**src/hdl/cglm_pkg.sv**
```systemverilog
// Shared types, codes and tables of the context-gated logistic mixer.
package cglm_pkg;

  localparam int DEF_MAIN_INPUTS  = 32;
  localparam int DEF_EXTRA_INPUTS = 8;
  localparam int DEF_CONTEXTS     = 1024;

  localparam logic [1:0] CMD_LOAD     = 2'd0;
  localparam logic [1:0] CMD_MIX      = 2'd1;
  localparam logic [1:0] CMD_PERCEIVE = 2'd2;

  localparam logic [2:0] REG_LEARNING_RATE  = 3'd0;
  localparam logic [2:0] REG_INITIAL_WEIGHT = 3'd1;
  localparam logic [2:0] REG_MAIN_USED      = 3'd2;
  localparam logic [2:0] REG_EXTRA_USED     = 3'd3;
  localparam logic [2:0] REG_CONTEXT_LIMIT  = 3'd4;

  localparam int CFG_IDX_W  = 3;
  localparam int CFG_DATA_W = 32;

  typedef struct packed {
    logic [1:0]         command;
    logic [5:0]         element_index;
    logic signed [15:0] element_value;
    logic [63:0]        context_key;
    logic               coded_bit;
  } in_t;

  typedef struct packed {
    logic signed [23:0] mixed_value;
    logic               used_overflow_slot;
  } out_t;

  typedef enum logic [4:0] {
    OP_NONE, OP_SRD, OP_SCMP, OP_ALLOC, OP_MRD, OP_MMUL, OP_MACC, OP_MFIN,
    OP_PRD, OP_PPREP, OP_PWAIT, OP_PG, OP_PR, OP_PU, OP_WRD, OP_WM1, OP_WS1, OP_WS2
  } op_t;

  typedef struct packed {
    op_t op;
  } dp_cmd_t;

  typedef struct packed {
    logic srch_end;
    logic hit;
    logic walk_last;
    logic div_done;
    logic selected;
  } dp_stat_t;

  function automatic logic [11:0] squash_lut(input logic [5:0] k);
    logic [11:0] v;
    case (k)
      6'd0: v = 12'd1;     6'd1: v = 12'd2;     6'd2: v = 12'd3;     6'd3: v = 12'd6;
      6'd4: v = 12'd10;    6'd5: v = 12'd16;    6'd6: v = 12'd27;    6'd7: v = 12'd45;
      6'd8: v = 12'd73;    6'd9: v = 12'd120;   6'd10: v = 12'd194;  6'd11: v = 12'd310;
      6'd12: v = 12'd488;  6'd13: v = 12'd747;  6'd14: v = 12'd1101; 6'd15: v = 12'd1546;
      6'd16: v = 12'd2047; 6'd17: v = 12'd2549; 6'd18: v = 12'd2994; 6'd19: v = 12'd3348;
      6'd20: v = 12'd3607; 6'd21: v = 12'd3785; 6'd22: v = 12'd3901; 6'd23: v = 12'd3975;
      6'd24: v = 12'd4024; 6'd25: v = 12'd4050; 6'd26: v = 12'd4068; 6'd27: v = 12'd4079;
      6'd28: v = 12'd4085; 6'd29: v = 12'd4089; 6'd30: v = 12'd4092; 6'd31: v = 12'd4093;
      default: v = 12'd4094;
    endcase
    return v;
  endfunction

  // 0.9/(1e-7*s+0.8)^0.8 in Q1.16 at s = k*2^24
  function automatic logic [16:0] decay_lut(input logic [4:0] k);
    logic [16:0] v;
    case (k)
      5'd0: v = 17'd70510;  5'd1: v = 17'd28542;  5'd2: v = 17'd18873;  5'd3: v = 17'd14388;
      5'd4: v = 17'd11753;  5'd5: v = 17'd10003;  5'd6: v = 17'd8747;   5'd7: v = 17'd7798;
      5'd8: v = 17'd7053;   5'd9: v = 17'd6451;   5'd10: v = 17'd5953;  5'd11: v = 17'd5535;
      5'd12: v = 17'd5177;  5'd13: v = 17'd4867;  5'd14: v = 17'd4596;  5'd15: v = 17'd4357;
      default: v = 17'd4144;
    endcase
    return v;
  endfunction

  function automatic logic signed [31:0] sat34(input logic signed [33:0] v);
    logic signed [31:0] r;
    if (v > 34'sd2147483647) r = 32'sh7FFFFFFF;
    else if (v < -34'sd2147483648) r = 32'sh80000000;
    else r = 32'(v);
    return r;
  endfunction

endpackage

```
**src/hdl/cglm_ctrl.sv**
```systemverilog
// Controller: sequences key search, mix walk and perceive update over the datapath.
module cglm_ctrl (
  input  logic               clk,
  input  logic               rst_n,
  input  logic               start,
  input  logic [1:0]         command,
  input  cglm_pkg::dp_stat_t stat,
  output logic               busy,
  output cglm_pkg::dp_cmd_t  cmd
);
  import cglm_pkg::*;

  typedef enum logic [4:0] {
    S_IDLE, S_SRCH, S_SCMP, S_ALLOC, S_MRD, S_MMUL, S_MACC, S_MFIN,
    S_PRD, S_PPREP, S_PDIV, S_PG, S_PR, S_PU, S_WRD, S_WM1, S_WS1, S_WS2
  } state_t;

  state_t state_r, state_nxt;
  op_t    op_r, op_nxt;

  always_comb begin
    state_nxt = state_r;
    op_nxt    = OP_NONE;
    case (state_r)
      S_IDLE: begin
        if (start) begin
          if (command == CMD_MIX) begin
            state_nxt = S_SRCH;
            op_nxt    = OP_SRD;
          end else if (command == CMD_PERCEIVE && stat.selected) begin
            state_nxt = S_PRD;
            op_nxt    = OP_PRD;
          end
        end
      end
      S_SRCH: begin
        if (stat.srch_end) begin
          state_nxt = S_ALLOC;
          op_nxt    = OP_ALLOC;
        end else begin
          state_nxt = S_SCMP;
          op_nxt    = OP_SCMP;
        end
      end
      S_SCMP: begin
        if (stat.hit) begin
          state_nxt = S_MRD;
          op_nxt    = OP_MRD;
        end else begin
          state_nxt = S_SRCH;
          op_nxt    = OP_SRD;
        end
      end
      S_ALLOC: begin
        state_nxt = S_MRD;
        op_nxt    = OP_MRD;
      end
      S_MRD: begin
        state_nxt = S_MMUL;
        op_nxt    = OP_MMUL;
      end
      S_MMUL: begin
        state_nxt = S_MACC;
        op_nxt    = OP_MACC;
      end
      S_MACC: begin
        if (stat.walk_last) begin
          state_nxt = S_MFIN;
          op_nxt    = OP_MFIN;
        end else begin
          state_nxt = S_MRD;
          op_nxt    = OP_MRD;
        end
      end
      S_MFIN: state_nxt = S_IDLE;
      S_PRD: begin
        state_nxt = S_PPREP;
        op_nxt    = OP_PPREP;
      end
      S_PPREP: begin
        state_nxt = S_PDIV;
        op_nxt    = OP_PWAIT;
      end
      S_PDIV: begin
        if (stat.div_done) begin
          state_nxt = S_PG;
          op_nxt    = OP_PG;
        end else begin
          op_nxt = OP_PWAIT;
        end
      end
      S_PG: begin
        state_nxt = S_PR;
        op_nxt    = OP_PR;
      end
      S_PR: begin
        state_nxt = S_PU;
        op_nxt    = OP_PU;
      end
      S_PU: begin
        state_nxt = S_WRD;
        op_nxt    = OP_WRD;
      end
      S_WRD: begin
        state_nxt = S_WM1;
        op_nxt    = OP_WM1;
      end
      S_WM1: begin
        state_nxt = S_WS1;
        op_nxt    = OP_WS1;
      end
      S_WS1: begin
        state_nxt = S_WS2;
        op_nxt    = OP_WS2;
      end
      S_WS2: begin
        if (!stat.walk_last) begin
          state_nxt = S_WRD;
          op_nxt    = OP_WRD;
        end else begin
          state_nxt = S_IDLE;
        end
      end
      default: state_nxt = S_IDLE;
    endcase
  end

  always_ff @(posedge clk) begin
    if (!rst_n) begin
      state_r <= S_IDLE;
      op_r    <= OP_NONE;
    end else begin
      state_r <= state_nxt;
      op_r    <= op_nxt;
    end
  end

  assign busy   = state_r != S_IDLE;
  assign cmd.op = op_r;

endmodule

```
**config.mk**
```make
export PLATFORM = sky130hd
export DESIGN_NAME = cglm_ctrl
export DESIGN_NICKNAME = d
export VERILOG_FILES = /design/src/hdl/cglm_pkg.sv /design/src/hdl/cglm_ctrl.sv
export SDC_FILE = /design/constraint.sdc
export NUM_CORES = 1
export LEC_CHECK = 0
export ABC_AREA = 0
export BUFFER_PORTS_ARGS = -buffer_cell sky130_fd_sc_hd__buf_2
export CAP_MARGIN = 40
export CELL_PAD_IN_SITES_DETAIL_PLACEMENT = 1
export CELL_PAD_IN_SITES_GLOBAL_PLACEMENT = 2
export CORE_MARGIN = 5
export CORE_UTILIZATION = 32
export CTS_CLUSTER_SIZE = 16
export DETAILED_ROUTE_END_ITERATION = 7
export GPL_TIMING_DRIVEN = 0
export PLACE_DENSITY_LB_ADDON = 0.05
export SYNTH_ARGS = -nofsm -noshare
export SYNTH_HDL_FRONTEND = slang
export SYNTH_SLANG_ARGS = --single-unit
```
**constraint.sdc**
```tcl
create_clock -name clk -period 2.49 [get_ports clk]
set_clock_uncertainty 0.2 [all_clocks]
set_input_delay 0.1245 -clock clk [delete_from_list [all_inputs] [get_ports clk]]
set_output_delay 0.1245 -clock clk [all_outputs]
set_load 0.05 [all_outputs]
```
==> results.md, run 1 <==
- The final critical delay including setup and external delays is ~1.7 ns.
- The async set-or-reset flop fraction in the synthesized netlist is 0%.
- The first-pass GRT wire length is 2630 µm.
- The overall power after layout is between 700 and 800 µW.
- The maximum ir drop on the vdd rail is 0.000575 V.
- For the pin with the worst max-slew slack, the measured transition is approximately 0.40 ns.
- The wire length after detailed routing is around 1600 µm.
- The post-synthesis to final-layout area growth is 24.4%.
- The first-pass iteration count of the detailed router is 4.
- STA classifies the critical path endpoint as an output pin.
- The CTS tree is yes.
- The final critical path takes up between 60% and 70% of the cycle.
- The first routing iteration left 4 violations.
- The count of nets left with antenna violations once routing finished came out at 0.
- The tool flagged a number of max-cap violations equal to 0.
- The repair_antennas step left the layout with diodes totalling 0.
- Timing analysis after detailed placement gives a worst setup slack of 0.992 ns.
- Tracing the worst setup path back leads to its startpoint at state_r[0].
- The via count of the first global-routing pass was roughly 640.
- The average wire per cell in the routed design is approximately 14 µm.
- The number of buffer cells added on primary ports is 15.
- The standard cell area after detailed placement is 744 µm².
- For the worst setup path, the data required time is about 2.2 ns.
- The number of vias after detailed routing is between 500 and 600.
- The final total negative setup slack is 0 ns.
- The number of cells produced by synthesis is 70.
- The initial antenna violation count is 0.
- In this run the power density over the cells is 941 mW/mm².
- The number of gates resized after CTS is 0.
- The placed wire-length estimate is ~1200 µm.
- The fraction of post-synthesis cell area in the top cell type by area is approximately a third.
- The row count is 16.
- The total count of hold-check failures in the final report is 0.
- Once placement completed, the tool counted placed cells totaling 112.
- The width of the die is 54.6 µm.
- The max-slew headroom at the worst pin is between 70% and 80%.
- The register clock-pin slew on the reported worst setup and hold paths is around 0.07 ns.
- Of the cells placed in the final design, the portion with a size suffix greater than 1 is 36.7%.
- The maximum number of pins on one net before global-route repair is 11.
- For this design the top-level I/O count stands at 16.
- In this run the number of H-tree levels came out at 1.
- The CTS buffer count is 3.
- The final setup slack of the worst path is between 0.8 and 0.9 ns.
- The arrival time of the worst setup path is roughly 1.3 ns.
- The area of the die is about 0.0030 mm².
- The flow ran to the end, and the final reports show no timing, DRC or antenna violations.
- Following the worst setup path forward leads to its endpoint at busy.
- The library cell used most frequently in the layout, excluding fill and tap cells, is buf_2.
- After floorplanning, the core was sized to cover 0.00192 mm².
- The die height is around 55 µm.
- The combined buffer and inverter count along the critical path is 2.
- At the end of the flow, the number of nets in the layout was a little over 100.
- The cell sitting at the root of the clock tree is a clkbuf_4.
- The largest fanout on the critical path is 10.
- For this run, the register share of the synthesized area comes to 31.5%.
- Setup repair after global routing left no endpoint under its margin.
- The cell count of the worst reg-to-reg path is 5.
- The path class of the lowest-slack min-delay path is in -> reg.
- The netlist uses 36 different library cells.
- The launch point of the worst reg-to-reg path is state_r[1].
- The initial utilization of the core area, before any placement, comes to about a third.
- The combined global-route utilization of all metal layers is about an eighth.
- Counting flops with a built-in enable in the synthesized netlist gives 0.
- Static timing analysis puts the maximum clock frequency at approximately 0.61 GHz.
- The static leakage is 0.000340 µW.
- Traced cell by cell, the critical path runs through buf_6 > nor3_2 > nand2_1 > buf_2.
- For this run, the number of Yosys warnings is 0.
- The cell type contributing the most total cell area after synthesis is dfxtp_1.
- Setup slack on the worst reg-to-reg path comes out at 1.00 ns.
- The top cell types in the final layout, fill and taps aside, are 16 x buf_2, 10 x dfxtp_1, 6 x nor2b_1, 6 x a21oi_1, 5 x nand2_1.
- The detailed-route vias per instance is between 5 and 6.
- CTS saw 10 sinks.
- The worst setup path category is reg -> out.
- The design area is around 800 µm².
- The cell type group with the largest total delay on the critical path is buffers and inverters.
- The number of nets in the synthesized netlist is 80.
- The count of cells in the finished layout, fillers not included, comes to ~120.
- Among all stages on the critical path, the largest delay is contributed by dfxtp_1.
- The synthesized netlist occupies a cell area of approximately 640 µm².
- At the end of routability-driven placement, the weighted congestion stood at 0.739.
- The maximum root-to-sink buffer count is 2.
- The worst register-to-register path ends at cmd[0].
- Averaged over all synthesized cells, the footprint is approximately 9.1 µm².
- The most used flip-flop cell after synthesis is dfxtp_1.
- The startpoint class of the critical path is a flip-flop.
- At the later pin of the worst-skew pair, clock insertion delay measures approximately 0.26 ns.
- Counting flops and latches in the post-synthesis netlist gives 10.
- Setup violations remaining at the end of the flow were counted as 0.
- The path length in cells of the critical path is 4.
- Yosys attributes the largest share of cell area to dfxtp_1 31%, buf_6 7.1%, nor2b_1 5.9%.
- The max-slew violation count is 0.
- Along the worst hold path, the cell count comes to 4.
- In the routed design, unresolved DRC markers number 0.
- The peak per-stage delay on the critical path is roughly 0.35 ns.
- The sum of overflow across all layers after global routing is 0.
report_power, final:
part / switching, µW / internal (µW) / total, µW / leakage (µW)
clock: 55.8 / 88.7 / 144 / 0.0000210
sequential: 19.1 / 192 / 211 / 0.0000815
combinational: 246 / 143 / 389 / 0.000238
total: 321 / 424 / 744 / 0.000340
through the flow:
step	hold slack, ns	util, %
6_report	0.128	41.1
5_1_grt	0.146	41.1
4_1_cts	0.127	41.1
3_5_place_dp	0.240	38.7
3_3_place_gp	0.229	38.7
2_1_floorplan	0.0783	-
synthesized netlist by cell type, types with 2 or more instances:
| cell type | count |
|---|---|
| a21o_1 | 2 |
| nand2_1 | 5 |
| o21ai_0 | 2 |
| a31oi_1 | 2 |
| nor2b_1 | 6 |
| buf_6 | 4 |
| nor2_1 | 2 |
| a32o_1 | 2 |
| a21boi_0 | 2 |
| inv_1 | 2 |
| mux2_2 | 2 |
| dfxtp_1 | 10 |
| a21oi_1 | 6 |
state kept, by name, summed over array words and instances, names as in the netlist:
name	count
state_r	5
cmd	5
how the worst min path moves through the flow:
stage,startpoint,to
final,stat[2],cmd[2]
after global routing,stat[2],state_r[2]
after CTS,stat[2],cmd[2]
after detailed placement,rst_n,state_r[4]
after global placement,rst_n,state_r[4]
after floorplan,rst_n,cmd[4]
repair_timing:
action,CTS,global route
hold buffers,1,0
setup endpoints to repair,0,0
endpoints found under the hold margin,4,0
setup buffers,0,0
final cells by class:
| type | instances | area, µm² |
|---|---|---|
| Fill cell | 254 | 1130 |
| Multi-Input combinational cell | 52 | 370 |
| Sequential cell | 10 | 200 |
| Timing Repair Buffer | 16 | 85.1 |
| Buffer | 6 | 57.6 |
| Clock buffer | 4 | 36.3 |
| Tap cell | 27 | 33.8 |
| Inverter | 2 | 7.51 |
cell families after synthesis:
kind of cell	share of synthesized area (%)
buffers and inverters	10.2
DFF	31.5
muxes	3.54
AOI/OAI and AO/OA	28.1
and+or+nand+nor	26.6
worst register-to-register path, cell delays in order, from the launching register on:
cell	delay [ns]
dfxtp_1	0.32
buf_6	0.14
nor2b_4	0.20
a21oi_1	0.08
o31ai_1	0.32
a32o_1	0.18
metal layers:
layer | vias up | track usage, % | part of all wire, %
li1 | 298 | - | -
met1 | 289 | 13.5 | 44
met2 | 12 | 23.1 | 52
met3 | 0 | 5.72 | 3.5
met4 | 0 | 1.66 | 0
met5 | - | 0 | 0
No activity file was read; power rests on OpenSTA's default activity.
==> inputs of run 2 (changes only) <==
--- a/config.mk
+++ b/config.mk
@@ -11,7 +11,7 @@
 export CELL_PAD_IN_SITES_DETAIL_PLACEMENT = 1
 export CELL_PAD_IN_SITES_GLOBAL_PLACEMENT = 2
 export CORE_MARGIN = 5
-export CORE_UTILIZATION = 32
+export CORE_UTILIZATION = 26
 export CTS_CLUSTER_SIZE = 16
 export DETAILED_ROUTE_END_ITERATION = 7
 export GPL_TIMING_DRIVEN = 0
==> constraint.sdc (replaced) <==
create_clock -name clk -period 1.5 [get_ports clk]
set_clock_uncertainty 0.2 [all_clocks]
set_input_delay 0.075 -clock clk [delete_from_list [all_inputs] [get_ports clk]]
set_output_delay 0.075 -clock clk [all_outputs]
set_load 0.05 [all_outputs]
==> run 2 against run 1 <==
Net effect: non-clock buffer count increased by 3; critical path depth unchanged; flip-flop and latch count unchanged; design area increased by 11%; combinational power increased by 99%; critical endpoint unchanged; largest cell class unchanged; largest power group unchanged.
==> results.md, run 2 (synthesis results as in run 1) <==
- The run finished with clean final reports.
- For this design, the sink count on the clock tree is 10.
- After clock tree synthesis, the clock-pin slew on the worst setup and hold paths is ~0.070 ns.
- The combined global-route utilization of all metal layers is 11.0%.
- The final routed DRC violation total is 0.
- The cell repeated most along the worst path is buf_6.
- The areal power density over the cells is 1570 mW/mm².
- The worst pin sits at a relative slew slack of between 80% and 90%.
- The total inserted antenna cells is 0.
- The H-tree depth is 1.
- Once the floorplan was initialized, standard cells occupied roughly a quarter of the core.
- The number of DRC markers after the initial detailed-route iteration is 4.
- The share of the cycle needed by the critical path after routing is between 90% and 100%.
- The weighted congestion reported at the end of routability-driven placement is ~0.72.
- The width of the die is roughly 60 µm.
- Counting both buffers and inverters, the worst setup path holds a total of 2.
- The worst setup path category is reg -> out.
- The startpoint class of the critical path is a flip-flop.
- For this design the static power due to leakage is between 0.0003 and 0.0004 µW.
- The internal power component is 788 µW.
- Once detailed placement completed, the half-perimeter wirelength came to about 1300 µm.
- The slew at the pin closest to its max-slew limit is 0.293 ns.
- The detailed-route vias per instance is approximately 5.0.
- Across all setup checks in the final design, the least slack found is 0.00952 ns.
- Port buffering added 15 buffers.
- Combinational logic burns a little under three fifths of the power.
- At the end of the flow, the number of nets in the layout was between 100 and 150.
- Across all layers, the routed design uses a little over 600 vias.
- At the worst endpoint, the arrival time is approximately 1.2 ns.
- Counting the buffers created by CTS gives 3.
- The final critical delay including setup and external delays is between 1 and 1.5 ns.
- Excluding fillers, the count of instances in the completed layout stands at 123.
- The average wire per cell in the routed design is about 15 µm.
- The row count is 18.
- In this design, the largest share of critical-path delay is due to flip-flops.
- The top cell types in the final layout, fill and taps aside, are 15 x buf_2, 7 x dfxtp_1, 6 x buf_6.
- The largest fanout on the critical path is 10.
- The top-level port count is 16.
- Per report_power, the sequential group accounts for about a quarter of the total.
- The initial antenna violation count is 0.
- In this run the most critical hold path is launched from stat[1].
- The via count of the first global-routing pass is between 600 and 700.
- Traced cell by cell, the critical path runs through buf_6 > nor3_4 > nand2_2 > buf_6.
- The detail route stage leaves a number of antenna-violating nets equal to 0.
- Entering global routing, the biggest net connects 11 pins.
- In this run switching power makes up 42.6% of total power.
- The design area is 876 µm².
- The area of the die is ~0.0035 mm².
- Setup repair after global routing could not meet its margin everywhere.
- Timing analysis after detailed placement gives a worst setup slack of -0.0210 ns.
- The total of endpoints with negative setup slack in the final report is 0.
- The startpoint identified for the worst register-to-register timing path is state_r[1].
- The CTS tree is yes.
- The maximum ir drop on the vdd rail is roughly 0.00078 V.
- The first global-routing pass estimated approximately 2900 µm of wire.
- The max-slew violation count is 0.
- Timing would allow up to between 0.6 and 0.7 GHz.
- The final core utilization is a little over a third.
- The die height is about 59 µm.
- Summing all placed instances gives a cell area of between 700 and 800 µm².
- The largest individual stage delay along the critical path comes from the cell dfxtp_2.
- Leaving out fill and tap cells, the most frequent cell in the layout is buf_2.
- The post-route netlist has 49.5% of its cells at a drive strength greater than 1.
- The net switching power is slightly below 600 µW.
- The critical path data required time is approximately 1.2 ns.
- The later pin in the worst-skew pair is clocked with a latency of between 0.2 and 0.3 ns.
- The min-delay analysis places its worst path in the category in -> reg.
- Compared with the post-synthesis result, the final layout area differs by 37.8%.
- The core region is approximately 0.0024 mm².
- The share of total power dissipated in the clock network is about 18%.
- The count of placed standard cells including taps is 115.
- The root buffer cell chosen for the clock tree is clkbuf_4.
- On the worst path, the slowest cell contributes a delay of roughly 0.34 ns.
- STA classifies the critical path endpoint as an output pin.
- The maximum root-to-sink buffer count is 2.
- The tool flagged a number of max-cap violations equal to 0.
- The sum of overflow across all layers after global routing is 0.
- For this block, the routed nets add up to between 1500 and 2000 µm of wire.
- The start point of the critical path is state_r[0].
- The pre-antenna-repair detailed-routing pass consisted of 3 iterations.
- The total count of hold-check failures in the final report was 0.
## run 2: repair_timing
item / CTS / global route
hold endpoints to repair: 4 / 0
pin swaps: 0 / 3
hold buffers: 1 / 0
setup buffers: 0 / 2
cloned: 0 / 1
resized for setup: 8 / 8
setup endpoints to repair: 4 / 8
## run 2: metrics by stage
step           setup TNS [ns]  hold slack [ns]  total power [µW]
3_3_place_gp          -0.0487            0.182              1030
2_1_floorplan               0           0.0288               867
6_report                    0           0.0801              1370
3_5_place_dp          -0.0349            0.185              1020
4_1_cts               -0.0239           0.0740              1330
5_1_grt                -0.110            0.104              1460
## run 2: power groups by stage
stage	registers (µW)	clock network, µW	logic, µW
after CTS	352	255	726
after global routing	365	269	831
final	357	244	773
after floorplan	444	0	423
after detailed placement	355	0	663
after global placement	356	0	669
## run 2: worst paths after layout
path / endpoint / slack (ns) / cells after the start
max: busy / 0.01 / 4
min: cmd[0] / 0.08 / 5
max reg2reg: state_r[0] / 0.04 / 5
min reg2reg: state_r[4] / 0.50 / 3
## run 2: layer usage
layer  track usage [%]  vias to the layer above  wire length (µm)
met1              12.8                      292               809
li1                  -                      306                 -
met2              19.7                       14               928
met5                 0                        -                 0
met4              1.94                        0                 0
met3              3.27                        0                66
## run 2: tightest hold or removal path, stage by stage
cell and delay [ns]:
buf_2 0.08, a21o_1 0.11, a32oi_2 0.05, o31ai_2 0.08, a32o_1 0.12
## run 2: layout make-up
cell class,count,area (µm²)
clock buffers,4,36.3
inverters,2,7.51
flip-flops and latches,10,204
fillers,301,1530
plain buffers,6,63.8
repair buffers,19,111
multi-input cells,52,415
well taps,30,37.5
